[config.mk]
export PLATFORM = sky130hd
export DESIGN_NAME = thc_isqrt
export DESIGN_NICKNAME = d
export VERILOG_FILES = /design/src/sv/thc_pkg.sv /design/src/sv/thc_isqrt.sv
export SDC_FILE = /design/constraint.sdc
export NUM_CORES = 2
export LEC_CHECK = 0
export BUFFER_PORTS_ARGS = -buffer_cell sky130_fd_sc_hd__buf_2
export CAP_MARGIN = 20
export CELL_PAD_IN_SITES_DETAIL_PLACEMENT = 1
export CELL_PAD_IN_SITES_GLOBAL_PLACEMENT = 1
export CORE_ASPECT_RATIO = 1.1
export CORE_MARGIN = 10
export CORE_UTILIZATION = 54
export DETAILED_ROUTE_END_ITERATION = 6
export PLACE_DENSITY_LB_ADDON = 0.1
export REMOVE_ABC_BUFFERS = 1
export SYNTH_ARGS = -nofsm -noshare
export SYNTH_HDL_FRONTEND = slang
export SYNTH_SLANG_ARGS = --single-unit
[constraint.sdc]
create_clock -name clk -period 7.7 [get_ports clk]
set_input_delay 2.31 -clock clk [delete_from_list [all_inputs] [get_ports clk]]
set_output_delay 2.31 -clock clk [all_outputs]
set_load 0.005 [all_outputs]
[src/sv/thc_pkg.sv]
// Shared widths, latencies, register codes and constant tables for the
// tilt-compensated heading pipeline. No dependencies.
`default_nettype none

package thc_pkg;

  // Fixed datapath widths
  localparam int BODY_W  = 33;  // body field, Q.14 counts
  localparam int PROD_W  = 49;  // body field times Q14 trig
  localparam int MX_W    = 64;  // horizontal components, Q42
  localparam int MAG_W   = 63;  // magnitudes of the horizontal components
  localparam int NORM_W  = 30;  // magnitudes after the common right shift
  localparam int SUM_W   = 61;  // sum of squares
  localparam int ROOT_W  = 31;  // integer square root
  localparam int NUM_W   = 45;  // divider numerator
  localparam int QUOT_W  = 15;  // divider quotient
  localparam int XY_W    = 34;  // CORDIC x and y, Q30
  localparam int Z_W     = 26;  // CORDIC angle, 2^-24 turn

  localparam int CORDIC_STAGES = 16;
  localparam int SQRT_STAGES   = 31;
  localparam int DIV_STAGES    = 15;

  localparam int CORDIC_LAT = CORDIC_STAGES + 2;
  localparam int TILT_LAT   = 8;
  localparam int DIV_LAT    = DIV_STAGES + 1;
  localparam int TOTAL_LAT  = CORDIC_LAT + TILT_LAT + SQRT_STAGES + DIV_LAT + 1;

  localparam logic signed [XY_W-1:0] CORDIC_K = XY_W'(652032874);
  localparam logic [15:0] ONE_Q14 = 16'd16384;

  typedef enum logic [2:0] {
    REG_GAIN_X   = 3'd0,
    REG_GAIN_Y   = 3'd1,
    REG_GAIN_Z   = 3'd2,
    REG_OFFSET_X = 3'd3,
    REG_OFFSET_Y = 3'd4,
    REG_OFFSET_Z = 3'd5
  } cfg_reg_t;

  typedef struct packed {
    logic neg_x;   // mx negative
    logic pos_y;   // my positive, heading y goes negative
    logic zero;    // horizontal field exactly zero
  } flags_t;

  typedef struct packed {
    logic [NORM_W-1:0] ax;
    logic [NORM_W-1:0] ay;
    flags_t            flags;
  } side_t;

  // arctan(2^-i) in 2^-24 turn
  function automatic logic signed [Z_W-1:0] atan_lut(input int unsigned idx);
    logic signed [Z_W-1:0] v;
    case (idx)
      0:       v = Z_W'(2097152);
      1:       v = Z_W'(1238021);
      2:       v = Z_W'(654136);
      3:       v = Z_W'(332050);
      4:       v = Z_W'(166669);
      5:       v = Z_W'(83416);
      6:       v = Z_W'(41718);
      7:       v = Z_W'(20860);
      8:       v = Z_W'(10430);
      9:       v = Z_W'(5215);
      10:      v = Z_W'(2608);
      11:      v = Z_W'(1304);
      12:      v = Z_W'(652);
      13:      v = Z_W'(326);
      14:      v = Z_W'(163);
      15:      v = Z_W'(81);
      default: v = '0;
    endcase
    return v;
  endfunction

endpackage

`default_nettype wire

[src/sv/thc_isqrt.sv]
// Pipelined integer square root, one result bit per stage.
// Depends on thc_pkg.
`default_nettype none

module thc_isqrt (
  input  logic                       clk,
  input  logic                       rst_n,
  input  logic                       in_valid,
  input  logic [thc_pkg::SUM_W-1:0]  n,
  input  thc_pkg::side_t             side_in,
  output logic                       out_valid,
  output logic [thc_pkg::ROOT_W-1:0] root,
  output thc_pkg::side_t             side_out
);
  import thc_pkg::*;

  logic [SUM_W-1:0] rem_r  [0:SQRT_STAGES-1];
  logic [SUM_W-1:0] res_r  [0:SQRT_STAGES];
  side_t            side_r [0:SQRT_STAGES];
  logic             vld_r  [0:SQRT_STAGES];

  assign rem_r[0]  = n;
  assign res_r[0]  = '0;
  assign side_r[0] = side_in;
  assign vld_r[0]  = in_valid;

  for (genvar i = 0; i < SQRT_STAGES; i++) begin : g_step
    localparam logic [SUM_W-1:0] STEP_BIT = SUM_W'(1) << (2 * (SQRT_STAGES - 1 - i));
    logic [SUM_W-1:0] trial;
    logic             take;
    assign trial = res_r[i] + STEP_BIT;
    assign take  = rem_r[i] >= trial;

    always_ff @(posedge clk) begin
      res_r[i+1]  <= take ? ((res_r[i] >> 1) + STEP_BIT) : (res_r[i] >> 1);
      side_r[i+1] <= side_r[i];
    end

    if (i < SQRT_STAGES - 1) begin : g_rem
      always_ff @(posedge clk) begin
        rem_r[i+1] <= take ? (rem_r[i] - trial) : rem_r[i];
      end
    end

    always_ff @(posedge clk) begin
      if (!rst_n) begin
        vld_r[i+1] <= 1'b0;
      end else begin
        vld_r[i+1] <= vld_r[i];
      end
    end
  end

  assign out_valid = vld_r[SQRT_STAGES];
  assign root      = res_r[SQRT_STAGES][ROOT_W-1:0];
  assign side_out  = side_r[SQRT_STAGES];

endmodule

`default_nettype wire

==> summary.md <==
| Metric | Value |
|---|---|
| Final hold vios | 0 |
| Post-synthesis cell area | 0.129 sq mm |
| P_leak | ~65 nW |
| Worst hold stages | 0 |
| Reg-to-reg critical path startpoint | res_r[378]$_DFF_P_ |
| Worst-margin pin slew | approximately 1200 ps |
| Initial antenna violation count | 19 |
| Final Util | slightly above 60% |
| Setup Skew | approximately 90 ps |
| Initial DRC count | 4294 |
| Hold path startpoint | side_r[1908]$_DFF_P_ |
| Cell accounting for the most synthesized area | dfxtp_1 |
| RD Place Congestion | 0.925 |
| Gr ovfl total | 0 |
| Warnings, synthesis | 0 |
| Crit path from | res_r[378]$_DFF_P_ |
| Avg Inst Size Synth | about 12 sq um |
| Fmax | ~210 MHz |
| Final setup vio count | 0 |
| Vias in the first global route | around 90k |
| Starting Density | between 50% and 60% |
| WP data required | approximately 8500 ps |
| Seq/Total Area, Yosys | 67.0% |
| Ys flop type | dfxtp_1 |
| CTS sink cnt | around 4.3k |
| Fraction of layout instances using a drive strength above 1 | 9.04% |
| Max-Cap Viols | 0 |
| Gate Count Post-Synth | between 10k and 15k |
| Area after DPL | around 0.13 sq mm |
| Max transition margin | between 10% and 20% |
| Total Wirelength | between 300000 and 400000 um |
| Root Driver | clkbuf_16 |
| Fill cells | 23.5k |
| Reg2Reg Depth | 12 |
| Clock-pin slew on the worst setup and hold paths | 70 ps |
| Die span in y | 532 um |
| Critical-path cell list | inv_1 -> ha_1 -> o211ai_1 -> a21boi_0 -> a211o_1 -> a21oi_1 -> o21ai_0 -> a31oi_4 -> buf_4 -> or4b_1 -> or4_1 -> xnor2_1 |
| Final instance area | 0.147 sq mm |
| Final ANT Viol Nets | 0 |
| Critical path's top delay family | compound AO/OA/AOI/OAI gates |
| HPWL after DPL | approximately 230000 um |
| Place WS | about 3100 ps |
| Crit path arrival time | between 5000 and 6000 ps |
| H-tree Lvls | 5 |
| Via count | around 82k |
| Final setup margin | about 3000 ps |
| Post-cts repair resize count | 0 |
| Global-route wire length before repair | between 500000 and 600000 um |
| Hold Buf Count CTS | 0 |
| Asr flop ratio synth | 0% |
| Tot Pwr | ~60 mW |
| Worst R2R End | rem_r[291]$_DFF_P_ |
| Final Cycle Share | around three fifths |
| Pin count of the biggest net entering global routing | 65 |
| Pwr dens | slightly above 400 mW/mm^2 |
| Routed WL per cell | about 25 um |
| Placed Cells incl. Taps | between 10k and 15k |
| Rows | between 150 and 200 |
| Worst setup SP type | flip-flop |
| Post-synth top area share | between 60% and 70% |
| Yosys cell types | 93 |
| Worst vdd ir | approximately 300 uV |
| Minimum hold slack | 289 ps |
| Core Region | 0.237 sq mm |
| Fin Setup TNS | 0 ps |
| Flop-to-flop setup slack | between 3000 and 4000 ps |
| Fin cells | between 10k and 15k |
| CTS Buffer Depth | 4 |
| CTS tree | done |
| Tmin final | 4690 ps |
| DRT Pass-1 Iters | 7 |
| Drt drc | 0 |
| Die area | roughly 0.26 sq mm |
| Slowest cell on crit path | or4b_1 |
| Worst skew pair latency | 940 ps |
| Buf/Inv on CP | 2 |
| Top cells by count, synth | dfxtp_1 (4310), inv_1 (653), nor2_1 (652) |
| Worst Hold Class | reg -> reg |
| Die W | around 490 um |
| Worst setup path endpoint | rem_r[291]$_DFF_P_ |
| Status | completed |
| Post-CTS setup buffers | 0 |
| GRT Overall Usage | a little over a quarter |
| CP max stage delay | 720 ps |
| Critical setup path kind | reg -> reg |
| Final Slew Violations | 0 |
| Number of flops mapped to enable cells by yosys | 0 |
| RSZ-0062 raised after global routing | false |
| Worst setup EP type | flip-flop |
| Most area-consuming cells after synthesis | dfxtp_1 (67%), ha_1 (5.1%), xnor2_1 (2.9%) |
| CP max FO | 54 |
| # nets final | ~12k |
| Layout area overhead | 14.1% |
| Cts bufs inserted | approximately 400 |
| Input/output buffers | 221 |
| Count leader, synth | dfxtp_1 |
| Io pins | between 200 and 250 |
| Synthesized flop and latch total | roughly 4.3k |
| Critical path depth in cells | 12 |
| Vias per cell | 5.49 |
==> power breakdown <==
part / switching [mW] / internal [mW] / total (mW)
Sequential: 2.82 / 25.6 / 28.4
Clock: 9.06 / 12.0 / 21.1
Combinational: 6.27 / 4.43 / 10.7
Total: 18.2 / 42.1 / 60.2
==> worst min path at each step <==
stage | end | slack (ps)
4_1_cts | side_r[907]$_DFF_P_ | 280
6_report | side_r[1845]$_DFF_P_ | 290
3_3_place_gp | side_r[366]$_DFF_P_ | 310
5_1_grt | side_r[1845]$_DFF_P_ | 290
3_5_place_dp | side_r[103]$_DFF_P_ | 310
2_1_floorplan | side_out[0]$_DFF_P_ | 310
==> worst register-to-register path, cell delays in order, from the launching register on <==
cell	delay, ps
dfxtp_1	490
inv_1	130
ha_1	430
o211ai_1	160
a21boi_0	530
a211o_1	270
a21oi_1	150
o21ai_0	600
a31oi_4	140
buf_4	330
or4b_1	720
or4_1	500
xnor2_1	150
==> registers in the layout, indices dropped and copies added, names as in the netlist <==
name       count
side_r      1890
rem_r       1830
res_r        465
side_out      63
root          31
vld_r         30
out_valid      1
==> cell families (layout without fill, tap and decap cells) <==
kind of cell	Yosys count	after routing	synth area share, %
AOI/OAI and AO/OA	1696	1696	8.17
muxes	82	82	0.718
and+or+nand+nor	2679	2679	10.7
buffers and inverters	911	1656	2.87
adders and majority gates	523	523	5.08
xor gates and xnor gates	796	796	5.42
other	1	61	0.00291
DFF	4310	4310	67.0
==> layer usage <==
layer  global-route usage, %  up-vias  wire length [um]  part of all wire, %
met2                    52.0     2099            201000                   54
li1                        -    38300                 -                    -
met5                       0        -                23               0.0062
met3                    3.75     1090             13200                  3.6
met4                    15.0        4             24600                  6.7
met1                    26.4    40400            130000                   35
==> cells in the final DEF, fill, tap and decap left out, types with 71 or more instances in the layout <==
master,instances
nor2_1,652
a21o_1,183
xnor2_1,433
nor4_1,298
or4_1,83
mux2_2,71
nor3_1,241
a21oi_1,595
nand2b_1,110
nand3_1,168
clkbuf_8,86
ha_1,523
xor2_1,363
o21a_1,88
dfxtp_1,4310
or3_1,85
buf_2,226
o21ai_0,395
nand2_1,524
nand4_1,153
clkbuf_1,77
inv_1,653
clkbuf_16,402
==> area by class of cell <==
type / instances / area, sq um / share of cell area, %
clock buffers: 565 / 11500 / 7.85
inverters: 657 / 2470 / 1.68
well taps: 3118 / 3900 / 2.65
flip-flops and latches: 4310 / 86300 / 58.7
repair buffers: 273 / 1480 / 1.01
clock inverters: 161 / 2330 / 1.58
diodes: 60 / 150 / 0.102
multi-input cells: 5777 / 38800 / 26.4
Power figures use the tool's default switching activity.
