<file path="src/sv/thc_pkg.sv">
// Shared widths, latencies, register codes and constant tables for the
// tilt-compensated heading pipeline. No dependencies.
`default_nettype none

package thc_pkg;

  // Fixed datapath widths
  localparam int BODY_W  = 33;  // body field, Q.14 counts
  localparam int PROD_W  = 49;  // body field times Q14 trig
  localparam int MX_W    = 64;  // horizontal components, Q42
  localparam int MAG_W   = 63;  // magnitudes of the horizontal components
  localparam int NORM_W  = 30;  // magnitudes after the common right shift
  localparam int SUM_W   = 61;  // sum of squares
  localparam int ROOT_W  = 31;  // integer square root
  localparam int NUM_W   = 45;  // divider numerator
  localparam int QUOT_W  = 15;  // divider quotient
  localparam int XY_W    = 34;  // CORDIC x and y, Q30
  localparam int Z_W     = 26;  // CORDIC angle, 2^-24 turn

  localparam int CORDIC_STAGES = 16;
  localparam int SQRT_STAGES   = 31;
  localparam int DIV_STAGES    = 15;

  localparam int CORDIC_LAT = CORDIC_STAGES + 2;
  localparam int TILT_LAT   = 8;
  localparam int DIV_LAT    = DIV_STAGES + 1;
  localparam int TOTAL_LAT  = CORDIC_LAT + TILT_LAT + SQRT_STAGES + DIV_LAT + 1;

  localparam logic signed [XY_W-1:0] CORDIC_K = XY_W'(652032874);
  localparam logic [15:0] ONE_Q14 = 16'd16384;

  typedef enum logic [2:0] {
    REG_GAIN_X   = 3'd0,
    REG_GAIN_Y   = 3'd1,
    REG_GAIN_Z   = 3'd2,
    REG_OFFSET_X = 3'd3,
    REG_OFFSET_Y = 3'd4,
    REG_OFFSET_Z = 3'd5
  } cfg_reg_t;

  typedef struct packed {
    logic neg_x;   // mx negative
    logic pos_y;   // my positive, heading y goes negative
    logic zero;    // horizontal field exactly zero
  } flags_t;

  typedef struct packed {
    logic [NORM_W-1:0] ax;
    logic [NORM_W-1:0] ay;
    flags_t            flags;
  } side_t;

  // arctan(2^-i) in 2^-24 turn
  function automatic logic signed [Z_W-1:0] atan_lut(input int unsigned idx);
    logic signed [Z_W-1:0] v;
    case (idx)
      0:       v = Z_W'(2097152);
      1:       v = Z_W'(1238021);
      2:       v = Z_W'(654136);
      3:       v = Z_W'(332050);
      4:       v = Z_W'(166669);
      5:       v = Z_W'(83416);
      6:       v = Z_W'(41718);
      7:       v = Z_W'(20860);
      8:       v = Z_W'(10430);
      9:       v = Z_W'(5215);
      10:      v = Z_W'(2608);
      11:      v = Z_W'(1304);
      12:      v = Z_W'(652);
      13:      v = Z_W'(326);
      14:      v = Z_W'(163);
      15:      v = Z_W'(81);
      default: v = '0;
    endcase
    return v;
  endfunction

endpackage

`default_nettype wire

</file>
<file path="src/sv/thc_cordic.sv">
// Pipelined CORDIC sine and cosine of a binary angle, Q14 results.
// Depends on thc_pkg.
`default_nettype none

module thc_cordic (
  input  logic               clk,
  input  logic               rst_n,
  input  logic               in_valid,
  input  logic signed [15:0] angle,
  output logic               out_valid,
  output logic signed [15:0] sin_q14,
  output logic signed [15:0] cos_q14
);
  import thc_pkg::*;

  logic signed [16:0]     ang_e;
  logic signed [16:0]     ang_fold;
  logic                   flip;
  logic signed [XY_W-1:0] x_r    [0:CORDIC_STAGES];
  logic signed [XY_W-1:0] y_r    [0:CORDIC_STAGES];
  logic signed [Z_W-1:0]  z_r    [0:CORDIC_STAGES];
  logic                   flip_r [0:CORDIC_STAGES];
  logic                   vld_r  [0:CORDIC_STAGES];
  logic signed [XY_W-1:0] xf;
  logic signed [XY_W-1:0] yf;
  logic                   out_valid_r;
  logic signed [15:0]     sin_r;
  logic signed [15:0]     cos_r;

  function automatic logic signed [15:0] round_q14(input logic signed [XY_W-1:0] v);
    logic signed [XY_W:0] ve;
    logic signed [XY_W:0] t;
    logic signed [15:0]   r;
    ve = v;
    t  = (ve + (XY_W+1)'(32768)) >>> 16;
    if (t > (XY_W+1)'(16384)) begin
      r = 16'sd16384;
    end else if (t < -(XY_W+1)'(16384)) begin
      r = -16'sd16384;
    end else begin
      r = 16'(t);
    end
    return r;
  endfunction

  // fold into [-pi/2, pi/2], negate at the end
  assign ang_e = angle;
  always_comb begin
    ang_fold = ang_e;
    flip     = 1'b0;
    if (ang_e > 17'sd16384) begin
      ang_fold = ang_e - 17'sd32768;
      flip     = 1'b1;
    end else if (ang_e < -17'sd16384) begin
      ang_fold = ang_e + 17'sd32768;
      flip     = 1'b1;
    end
  end

  always_ff @(posedge clk) begin
    x_r[0]    <= CORDIC_K;
    y_r[0]    <= '0;
    z_r[0]    <= Z_W'(ang_fold) <<< 8;
    flip_r[0] <= flip;
  end

  always_ff @(posedge clk) begin
    if (!rst_n) begin
      vld_r[0] <= 1'b0;
    end else begin
      vld_r[0] <= in_valid;
    end
  end

  for (genvar i = 0; i < CORDIC_STAGES; i++) begin : g_iter
    logic signed [XY_W-1:0] xs;
    logic signed [XY_W-1:0] ys;
    assign xs = x_r[i] >>> i;
    assign ys = y_r[i] >>> i;

    always_ff @(posedge clk) begin
      if (!z_r[i][Z_W-1]) begin
        x_r[i+1] <= x_r[i] - ys;
        y_r[i+1] <= y_r[i] + xs;
        z_r[i+1] <= z_r[i] - atan_lut(i);
      end else begin
        x_r[i+1] <= x_r[i] + ys;
        y_r[i+1] <= y_r[i] - xs;
        z_r[i+1] <= z_r[i] + atan_lut(i);
      end
      flip_r[i+1] <= flip_r[i];
    end

    always_ff @(posedge clk) begin
      if (!rst_n) begin
        vld_r[i+1] <= 1'b0;
      end else begin
        vld_r[i+1] <= vld_r[i];
      end
    end
  end

  assign xf = flip_r[CORDIC_STAGES] ? -x_r[CORDIC_STAGES] : x_r[CORDIC_STAGES];
  assign yf = flip_r[CORDIC_STAGES] ? -y_r[CORDIC_STAGES] : y_r[CORDIC_STAGES];

  always_ff @(posedge clk) begin
    cos_r <= round_q14(xf);
    sin_r <= round_q14(yf);
  end

  always_ff @(posedge clk) begin
    if (!rst_n) begin
      out_valid_r <= 1'b0;
    end else begin
      out_valid_r <= vld_r[CORDIC_STAGES];
    end
  end

  assign out_valid = out_valid_r;
  assign sin_q14   = sin_r;
  assign cos_q14   = cos_r;

endmodule

`default_nettype wire

</file>
<file path="config.mk">
export PLATFORM = sky130hd
export DESIGN_NAME = thc_cordic
export DESIGN_NICKNAME = d
export VERILOG_FILES = /design/src/sv/thc_pkg.sv /design/src/sv/thc_cordic.sv
export SDC_FILE = /design/constraint.sdc
export NUM_CORES = 2
export LEC_CHECK = 0
export BUFFER_PORTS_ARGS = -buffer_cell sky130_fd_sc_hd__buf_2
export CAP_MARGIN = 30
export CORE_ASPECT_RATIO = 1.75
export CORE_MARGIN = 2
export CORE_UTILIZATION = 40
export CTS_CLUSTER_SIZE = 24
export DETAILED_ROUTE_END_ITERATION = 8
export SYNTH_ARGS = -nofsm -noshare
export SYNTH_HDL_FRONTEND = slang
export SYNTH_SLANG_ARGS = --single-unit
</file>
<file path="constraint.sdc">
create_clock -name clk -period 7.15 [get_ports clk]
set_input_delay 0.715 -clock clk [delete_from_list [all_inputs] [get_ports clk]]
set_output_delay 0.715 -clock clk [all_outputs]
set_load 0.005 [all_outputs]
</file>
==> results.py <==
metrics = {
    "hold_path": {
        "holdPathStages": 2,
        "min_path_type": "primary input to flip-flop",
        "hold_start": "in_valid",
    },
    "setup_path": {
        "cp-endpoint": "x_r[10][33]",
        "r2r-end": "x_r[10][33]",
        "critPathKind": "flip-flop to flip-flop",
        "required_ns": 7.91,
        "worst_r2r_path_depth": 20,
        "timing.reg2reg.setup_slack_ns": 1.38,
        "critPathMaxFanout": 5,
        "cp-startpoint": "y_r[9][13]",
        "worstReg2RegStart": "y_r[9][13]",
        "crit_path_end_kind": "flip-flop",
        "cp.arrival_ns": 6.52,
        "critPathLaunchType": "flip-flop",
    },
    "sta": {
        "fin_crit_sh_pct": 80.6,
        "final.setup_skew_ns": 0.0719,
        "setup_violations": 0,
        "slew_headroom_pct": 30.3,
        "fmax_mhz": 173,
        "rsz0062_at_grt": "false",
        "final-max-slew-violation-count": 0,
        "finalSetupTns_ns": 0,
        "tightest_slew_ns": 1.04,
        "hold_viol": 0,
        "post-route-min-period_ns": 5.77,
    },
    "grt": {
        "grt_pass1_wl_um": 473000,
        "grt_pass1_vias": 87200,
        "overflow": 0,
        "grt_max_degree": 64,
        "grt_util_all_layers_pct": 23.4,
        "antenna_found_initial": 4,
    },
    "route": {
        "wl_per_cell_um": 20.0,
        "vias_per_cell": 5.53,
        "vias": 86300,
        "drt_first_pass_iters": 6,
        "drc": 0,
        "postRouteAntennaNets": 0,
        "drt-total-wl_um": 311000,
        "drt_iter0_markers": 3120,
    },
    "cts": {
        "clockRootBuffer": "clkbuf_16",
        "cts_setup_buffers": 0,
        "htree_levels": 4,
        "cts-resized-gates": 0,
        "cts_tree": "yes",
        "cts_sinks": 1417,
        "clk_latency_ns": 0.85,
        "postCtsHoldBufs": 15,
        "cts_buffers": 156,
        "cts_buffer_depth": 4,
        "clk_pin_slew_ns": 0.06,
    },
    "flow_run": {
        "cap_violations": 0,
    },
    "floorplan": {
        "coreArea_um2": 254000,
        "start_util_pct": 40.1,
        "die_y_um": 672,
        "std_cell_rows": 245,
        "pin_count": 52,
        "die_x_um": 386,
        "die_area_um2": 259000,
    },
    "yosys": {
        "synth_commonest_cells": "dfxtp_1 (1417), ha_1 (1266), a21oi_1 (1224)",
        "synth_nets": 13400,
        "syn_inst": 12000,
        "yosys-top-cells-area": "dfxtp_1 (28%), ha_1 (16%), xnor2_1 (10%), a21oi_1 (6.0%), xor2_1 (5.1%)",
        "yosysWarnings": 0,
        "synth-edff-count": 0,
        "ys_ff_latch": 1417,
        "synth.largest_area_cell": "dfxtp_1",
        "async_flop_share_pct": 0,
        "synth_top_area_share_pct": 27.8,
        "synth_seq_area_share_pct": 27.8,
        "synth.distinct_cells": 102,
        "avgSynthCellArea_um2": 8.48,
        "synth_most_common_cell": "dfxtp_1",
        "synth_ff_type": "dfxtp_1",
        "syn_area_um2": 102000,
    },
    "place": {
        "globalplace.congestion": 0.998,
        "io_buffers": 51,
        "dp_hpwl_um": 258000,
    },
    "finish": {
        "multi_input_area_um2": 71000,
        "syn_to_final_growth_pct": 9.58,
        "layout-drive-gt1-share_pct": 4.61,
        "fill_cells": 25400,
        "fin_nets": 13500,
        "ff_latch_area_um2": 28400,
    },
    "run_status": {
        "outcome": "finished, final reports clean",
    },
}
## registers in the layout, indices dropped and copies added, names as in the netlist
signal     flops
vld_r         17
z_r          355
y_r          511
flip_r        17
sin_q14       16
cos_q14       16
x_r          484
out_valid      1
## logic make-up after synthesis
kind of cell	Yosys count	share of synthesized area, %
multiplexers	102	1.07
AO/OA/AOI/OAI	3330	20.6
AND/OR/NAND/NOR	3426	16.4
adder cells (fa/ha/maj)	1312	16.4
buffers and inverters	679	2.59
flip-flops	1417	27.8
XOR/XNOR	1762	15.1
## routing by layer
metal / track usage [%] / vias to the layer above / wire length [um]
met1: 16.3 / 39900 / 87100
li1: - / 43300 / -
met5: 0 / - / 31
met2: 48.7 / 1792 / 176000
met4: 25.3 / 6 / 39800
met3: 2.93 / 1271 / 8270
## worst max-delay path, stage by stage (launching register included)
cell and delay (ns):
dfxtp_1 0.33, or3_1 0.41, nor3_1 0.26, nand2_1 0.12, nor3_1 0.31, nand2_1 0.14, nor4_1 0.76, inv_1 0.24
o21a_1 0.26, xor2_1 0.16, ha_1 0.39, nand2_1 0.07, nor3_1 0.21, nand2_1 0.12, or3b_2 0.51, a211oi_1 0.55
a31oi_1 0.23, a21oi_1 0.23, a21oi_1 0.10, o21bai_1 0.16, xnor2_1 0.13
## layout by cell type, fill, tap and decap left out, drive strengths merged, types with 49 or more instances in the layout
cell type  count
xnor2       1168
nor3         404
xor2         594
o21ai        529
and3         109
nand4         67
nor2b        183
buf          116
a21oi       1224
a21o         488
o21a         216
nor2        1202
and2         105
a31oi        132
dfxtp       1417
nand3        218
nand2b       201
o21bai       132
mux2i         49
nor4          93
mux2          53
nand2        553
inv          514
a211oi       107
clkbuf       197
ha          1266
or3           83
## stage by stage
stage | worst slack, ns | hold slack [ns] | util (%) | std cells | cell area (um2)
after floorplan | 2.52 | 0.310 | - | 12000 | 102000
final | 1.38 | 0.0766 | 44.0 | 15600 | 112000
after detailed placement | 1.47 | 0.312 | 41.8 | 15300 | 106000
after global routing | 1.05 | 0.0646 | 44.0 | 15600 | 112000
after global placement | 1.44 | 0.311 | 41.8 | 15300 | 106000
after CTS | 1.45 | 0.0290 | 44.0 | 15600 | 112000
## worst min-delay path by stage
stage                                to  slack [ns]
final                          vld_r[0]        0.08
after global routing           vld_r[0]        0.06
after CTS                      vld_r[0]        0.03
after detailed placement     z_r[1][14]        0.31
after global placement       z_r[13][1]        0.31
after floorplan           flip_r[0][10]        0.31
## cell type report
class	instances	area share, %
Antenna cell	1	0.00224
Clock buffer	197	3.89
Clock inverter	73	0.902
Inverter	507	1.70
Multi-Input combinational cell	9932	63.5
Sequential cell	1417	25.4
Tap cell	3334	3.73
Timing Repair Buffer	134	0.851
Power is left out: the tool's default activity adds up to more than one toggle a clock period on the data nets, which glitch-free logic cannot reach.
