===== config.mk =====
export PLATFORM = sky130hd
export DESIGN_NAME = thc_div
export DESIGN_NICKNAME = d
export VERILOG_FILES = /design/src/sv/thc_pkg.sv /design/src/sv/thc_div.sv
export SDC_FILE = /design/constraint.sdc
export NUM_CORES = 2
export LEC_CHECK = 0
export BUFFER_PORTS_ARGS = -buffer_cell sky130_fd_sc_hd__buf_2
export CORE_MARGIN = 10
export CORE_UTILIZATION = 50
export DETAILED_ROUTE_END_ITERATION = 12
export GPL_TIMING_DRIVEN = 0
export HOLD_SLACK_MARGIN = 0.12
export PLACE_DENSITY = 0.72
export SYNTH_ARGS = -nofsm -noshare
export SYNTH_HDL_FRONTEND = slang
export SYNTH_SLANG_ARGS = --single-unit

===== constraint.sdc =====
create_clock -name clk -period 4.5 [get_ports clk]
set_clock_uncertainty 0.2 [all_clocks]
set_input_delay 0.675 -clock clk [delete_from_list [all_inputs] [get_ports clk]]
set_output_delay 0.675 -clock clk [all_outputs]
set_load 0.01 [all_outputs]

===== src/sv/thc_pkg.sv =====
// Shared widths, latencies, register codes and constant tables for the
// tilt-compensated heading pipeline. No dependencies.
`default_nettype none

package thc_pkg;

  // Fixed datapath widths
  localparam int BODY_W  = 33;  // body field, Q.14 counts
  localparam int PROD_W  = 49;  // body field times Q14 trig
  localparam int MX_W    = 64;  // horizontal components, Q42
  localparam int MAG_W   = 63;  // magnitudes of the horizontal components
  localparam int NORM_W  = 30;  // magnitudes after the common right shift
  localparam int SUM_W   = 61;  // sum of squares
  localparam int ROOT_W  = 31;  // integer square root
  localparam int NUM_W   = 45;  // divider numerator
  localparam int QUOT_W  = 15;  // divider quotient
  localparam int XY_W    = 34;  // CORDIC x and y, Q30
  localparam int Z_W     = 26;  // CORDIC angle, 2^-24 turn

  localparam int CORDIC_STAGES = 16;
  localparam int SQRT_STAGES   = 31;
  localparam int DIV_STAGES    = 15;

  localparam int CORDIC_LAT = CORDIC_STAGES + 2;
  localparam int TILT_LAT   = 8;
  localparam int DIV_LAT    = DIV_STAGES + 1;
  localparam int TOTAL_LAT  = CORDIC_LAT + TILT_LAT + SQRT_STAGES + DIV_LAT + 1;

  localparam logic signed [XY_W-1:0] CORDIC_K = XY_W'(652032874);
  localparam logic [15:0] ONE_Q14 = 16'd16384;

  typedef enum logic [2:0] {
    REG_GAIN_X   = 3'd0,
    REG_GAIN_Y   = 3'd1,
    REG_GAIN_Z   = 3'd2,
    REG_OFFSET_X = 3'd3,
    REG_OFFSET_Y = 3'd4,
    REG_OFFSET_Z = 3'd5
  } cfg_reg_t;

  typedef struct packed {
    logic neg_x;   // mx negative
    logic pos_y;   // my positive, heading y goes negative
    logic zero;    // horizontal field exactly zero
  } flags_t;

  typedef struct packed {
    logic [NORM_W-1:0] ax;
    logic [NORM_W-1:0] ay;
    flags_t            flags;
  } side_t;

  // arctan(2^-i) in 2^-24 turn
  function automatic logic signed [Z_W-1:0] atan_lut(input int unsigned idx);
    logic signed [Z_W-1:0] v;
    case (idx)
      0:       v = Z_W'(2097152);
      1:       v = Z_W'(1238021);
      2:       v = Z_W'(654136);
      3:       v = Z_W'(332050);
      4:       v = Z_W'(166669);
      5:       v = Z_W'(83416);
      6:       v = Z_W'(41718);
      7:       v = Z_W'(20860);
      8:       v = Z_W'(10430);
      9:       v = Z_W'(5215);
      10:      v = Z_W'(2608);
      11:      v = Z_W'(1304);
      12:      v = Z_W'(652);
      13:      v = Z_W'(326);
      14:      v = Z_W'(163);
      15:      v = Z_W'(81);
      default: v = '0;
    endcase
    return v;
  endfunction

endpackage

`default_nettype wire


===== src/sv/thc_div.sv =====
// Two-lane pipelined restoring divider: (a * 2^14 + h/2) / h for x and y.
// Depends on thc_pkg.
`default_nettype none

module thc_div (
  input  logic                       clk,
  input  logic                       rst_n,
  input  logic                       in_valid,
  input  logic [thc_pkg::ROOT_W-1:0] h,
  input  thc_pkg::side_t             side_in,
  output logic                       out_valid,
  output logic [thc_pkg::QUOT_W-1:0] qx,
  output logic [thc_pkg::QUOT_W-1:0] qy,
  output thc_pkg::flags_t            flags_out
);
  import thc_pkg::*;

  logic [NUM_W-1:0]  rx_r  [0:DIV_STAGES-1];
  logic [NUM_W-1:0]  ry_r  [0:DIV_STAGES-1];
  logic [ROOT_W-1:0] h_r   [0:DIV_STAGES-1];
  logic [QUOT_W-1:0] qx_r  [0:DIV_STAGES];
  logic [QUOT_W-1:0] qy_r  [0:DIV_STAGES];
  flags_t            fl_r  [0:DIV_STAGES];
  logic              vld_r [0:DIV_STAGES];

  // numerator set-up
  always_ff @(posedge clk) begin
    rx_r[0] <= (NUM_W'(side_in.ax) << 14) + NUM_W'(h >> 1);
    ry_r[0] <= (NUM_W'(side_in.ay) << 14) + NUM_W'(h >> 1);
    h_r[0]  <= h;
    qx_r[0] <= '0;
    qy_r[0] <= '0;
    fl_r[0] <= side_in.flags;
  end

  always_ff @(posedge clk) begin
    if (!rst_n) begin
      vld_r[0] <= 1'b0;
    end else begin
      vld_r[0] <= in_valid;
    end
  end

  for (genvar i = 0; i < DIV_STAGES; i++) begin : g_step
    localparam int QB = DIV_STAGES - 1 - i;
    logic [NUM_W-1:0] dv;
    logic             tx;
    logic             ty;
    assign dv = NUM_W'(h_r[i]) << QB;
    assign tx = rx_r[i] >= dv;
    assign ty = ry_r[i] >= dv;

    always_ff @(posedge clk) begin
      qx_r[i+1] <= tx ? (qx_r[i] | (QUOT_W'(1) << QB)) : qx_r[i];
      qy_r[i+1] <= ty ? (qy_r[i] | (QUOT_W'(1) << QB)) : qy_r[i];
      fl_r[i+1] <= fl_r[i];
    end

    if (i < DIV_STAGES - 1) begin : g_rem
      always_ff @(posedge clk) begin
        rx_r[i+1] <= tx ? (rx_r[i] - dv) : rx_r[i];
        ry_r[i+1] <= ty ? (ry_r[i] - dv) : ry_r[i];
        h_r[i+1]  <= h_r[i];
      end
    end

    always_ff @(posedge clk) begin
      if (!rst_n) begin
        vld_r[i+1] <= 1'b0;
      end else begin
        vld_r[i+1] <= vld_r[i];
      end
    end
  end

  assign out_valid = vld_r[DIV_STAGES];
  assign qx        = qx_r[DIV_STAGES];
  assign qy        = qy_r[DIV_STAGES];
  assign flags_out = fl_r[DIV_STAGES];

endmodule

`default_nettype wire


==> results.txt <==
The flow ran to the end, and the final reports show no timing, DRC or antenna violations. The horizontal extent of the die came out at 464.7 um. From bottom edge to top edge, the die measures 464.7 um. The number of synthesized flops with an enable pin came out at 0.

The cell total after placement is 14057. The routed layout has 85538 vias. The worst setup path is of the register to register kind. The count of buffer and inverter cells on the critical path is 3. The number of distinct library cell variants in the gate-level netlist after synthesis came out at 106.

The clock-pin slew on the worst setup and hold paths is 0.06 ns. The count of standard-cell rows is 163. The share of the Yosys chip area taken by registers is 38.08%. The leakage power total came out at 49.51 nW. The H-tree generated during clock tree synthesis spans 4 levels.

Cells fill 56.94% of the core in the end. The number of DRC markers after the initial detailed-route iteration is 7980. The via count of the first global-routing pass came out at 82593. Dividing total power by cell area gives a power density of 803.6 nW/um2.

The floorplan step defined a core boundary enclosing 197000 um2. A synthesized cell averages 8.761 um2. The cell repeated most along the worst path is sky130_fd_sc_hd__a21oi_1.

The final routed DRC violation total is 0. The half-perimeter wire length after placement came out at 276600 um. The global-route usage over all layers came out at 29.75%.

Entering global routing, the biggest net connects 20 pins. The worst path arrival time came out at 4.96 ns. The buffer depth of the longest clock path is 3. In this run the critical register-to-register path is launched from ry_r[6][1]. Summed over all instances, the cell type with the most area after synthesis is sky130_fd_sc_hd__dfxtp_1. In this run, synthesis produced a sequential element count of 1881. At the pin with the least slew margin, the transition time is 1.140 ns. The cell count of the worst reg-to-reg path is 13. The overall die area came out at 215900 um2.

The share of layout cells above drive strength 1 came out at 7.785%. The top cell types in the final layout, fill and taps aside, are sky130_fd_sc_hd__dfxtp_1 (1875), sky130_fd_sc_hd__a21oi_1 (1008), sky130_fd_sc_hd__nand2_1 (989). Based on the critical path, the design can be clocked at up to 225.1 MHz. Traced cell by cell, the critical path runs through inv_1 -> ha_1 -> o21ai_0 -> a21oi_1 -> o211ai_1 -> nand3_1 -> a21oi_1 -> o31ai_1 -> a21oi_1 -> o41ai_4 -> clkbuf_2 -> clkbuf_2 -> a21oi_1. The number of stages on the worst hold path came out at 0.

The synthesized area is 98880 um2. The library cell used most frequently in the layout, excluding fill and tap cells, is sky130_fd_sc_hd__dfxtp_1. The cell type of the slowest stage on the worst timing path is sky130_fd_sc_hd__dfxtp_1. The data required time at the worst endpoint came out at 5.02 ns. In the final routed layout, each cell accounts on average for 23.10 um. The count of synthesis-stage warnings from yosys came out at 0. TritonCTS built the clock tree. Timing analysis after detailed placement gives a worst setup slack of -1.798 ns. The synthesis-to-layout area growth came out at 13.45%. The clock root buffer is sky130_fd_sc_hd__clkbuf_16.

After global routing the overflow that remains totals 0. IR analysis of the VDD net gives a maximum drop of 0.4616 mV. The total iterations of the first detailed-routing run is 8.

The final worst slack came out at 0.05808 ns. The final count of hold timing violations is 0. The kind of end point of the critical path is a register. The starting density of the core came out at 50.19%. The detail route stage leaves a number of antenna-violating nets equal to 0. In this design, the largest share of critical-path delay is due to compound AO/OA/AOI/OAI gates. The hold-critical path endpoint is qy_r[0][59]. The fraction of registers with async set or reset after synthesis is 0%. The post-route minimum period is 4.442 ns. The largest fanout on the critical path is 10. The worst setup path is launched from a register.

Of the post-synthesis cell area, the dominant cell type holds 38.08%. Setup violations remaining at the end of the flow were counted as 0. The number of nets produced by synthesis is 12359. The initial antenna violation count came out at 16. The worst min-delay path category is register to register.

For the worst-skew pair, the clock arrives at the later sink with an insertion delay of 0.88 ns. The number of buffers added by the clock tree synthesis step is 194. The quantity of I/O buffers inserted on ports came out at 130. The portion of the clock cycle consumed by the worst path in the final layout is 98.71%. The startpoint identified for the worst hold timing path is qy_r[0][44]. Yosys attributes the largest share of cell area to sky130_fd_sc_hd__dfxtp_1 (38%), sky130_fd_sc_hd__ha_1 (12%), sky130_fd_sc_hd__a21oi_1 (5.2%). The final layout contains routed wiring with a total length of 336700 um. Routability-driven placement finished with a final weighted congestion of 1.008. The synthesized netlist cell count came out at 11286. For this run, the leading register cell type out of synthesis is sky130_fd_sc_hd__dfxtp_1. In this run the critical register-to-register path is captured at ry_r[7][23]. On the worst path, the slowest cell contributes a delay of 0.65 ns. The wire length of the first global-routing pass came out at 501400 um. The final total power came out at 90.15 mW.

The final-stage net count is 12832. The number of max-cap violations came out at 0. The number of sinks driven by the clock tree came out at 1881. Setup slack on the worst reg-to-reg path comes out at 0.06 ns. The number of top-level pins came out at 131. The post-detailed-route via-to-cell ratio came out at 5.868. The non-filler instance count after layout is 14577. The worst slew slack as a fraction of its limit came out at 23.30%.

The final-report max-slew violation count is 0.
## Yosys cell counts, drive strengths merged, types with 55 or more instances
library cell / number
a211oi: 81
a21o: 488
a21oi: 1039
a31oi: 78
and2: 59
and3: 87
buf: 70
clkbuf: 256
dfxtp: 1881
ha: 950
inv: 698
mux2: 175
nand2: 990
nand2b: 130
nand3: 242
nand4: 168
nor2: 741
nor2b: 125
nor3: 174
nor4: 99
o21a: 114
o21ai: 866
o21bai: 103
o31ai: 77
or3: 55
xnor2: 551
xor2: 402
## cell type report
cell class	instances	area, um2
Buffer	318	1541
Tap cell	2640	3303
Clock inverter	113	1588
Timing Repair Buffer	285	2155
Sequential cell	1881	37660
Clock buffer	244	5233
Inverter	698	2623
Multi-Input combinational cell	8381	58030
Antenna cell	17	42.54
Fill cell	17910	84830
## state kept, by name, indices dropped and copies added (netlist names)
signal,cells
rx_r,556
qx_r,120
vld_r,16
qy_r,120
ry_r,634
h_r,387
fl_r,48
## metal layers
metal / global-route usage (%) / part of all wire [%] / wire length, um
met5: 0 / 0.0027 / 9
met2: 48.27 / 45 / 151900
met1: 38.95 / 43 / 145100
met4: 10.96 / 3.9 / 13190
met3: 6.125 / 7.9 / 26510
## power breakdown
group / switching (mW) / internal (mW) / leakage, nW
registers: 5.30 / 22.7 / 15.8
logic: 26.7 / 18.5 / 30.4
clock network: 7.10 / 9.79 / 3.30
## per-stage QoR
stage | hold slack [ns] | cell area [um2] | setup TNS (ns)
final | 0.1168 | 112200 | 0
after global placement | 0.1096 | 102800 | -384.30
after CTS | 0.1214 | 111500 | -0.05935
after global routing | 0.1228 | 112200 | -0.05658
after detailed placement | 0.1121 | 102800 | -341.88
after floorplan | 0.1096 | 98880 | 0
## logic make-up after synthesis
family	synth area share (%)
buffers and inverters	4.044
adders and majority gates	12.55
DFF	38.08
AOI/OAI and AO/OA	19.99
xor gates and xnor gates	8.441
and+or+nand+nor	14.78
muxes	2.114
## worst max-delay path by stage
stage | startpoint | to | slack (ns) | cells past startpoint
5_1_grt | ry_r[4][10] | rx_r[2][85] | -0.02 | 15
3_3_place_gp | ry_r[7][7] | rx_r[4][7] | -1.77 | 15
2_1_floorplan | ry_r[7][7] | rx_r[4][8] | 0.68 | 15
4_1_cts | ry_r[3][11] | rx_r[2][13] | -0.04 | 17
6_report | ry_r[6][1] | ry_r[7][23] | 0.06 | 13
3_5_place_dp | ry_r[7][7] | rx_r[4][7] | -1.80 | 15
## timing repair
action / CTS / global route
resized for setup: 144 / 172
hold buffers: 122 / 0
hold endpoints to repair: 115 / 0
pin swaps: 10 / 17
endpoints found under the setup margin: 777 / 719
buffers inserted: 13 / 18
Power figures use the tool's default switching activity.
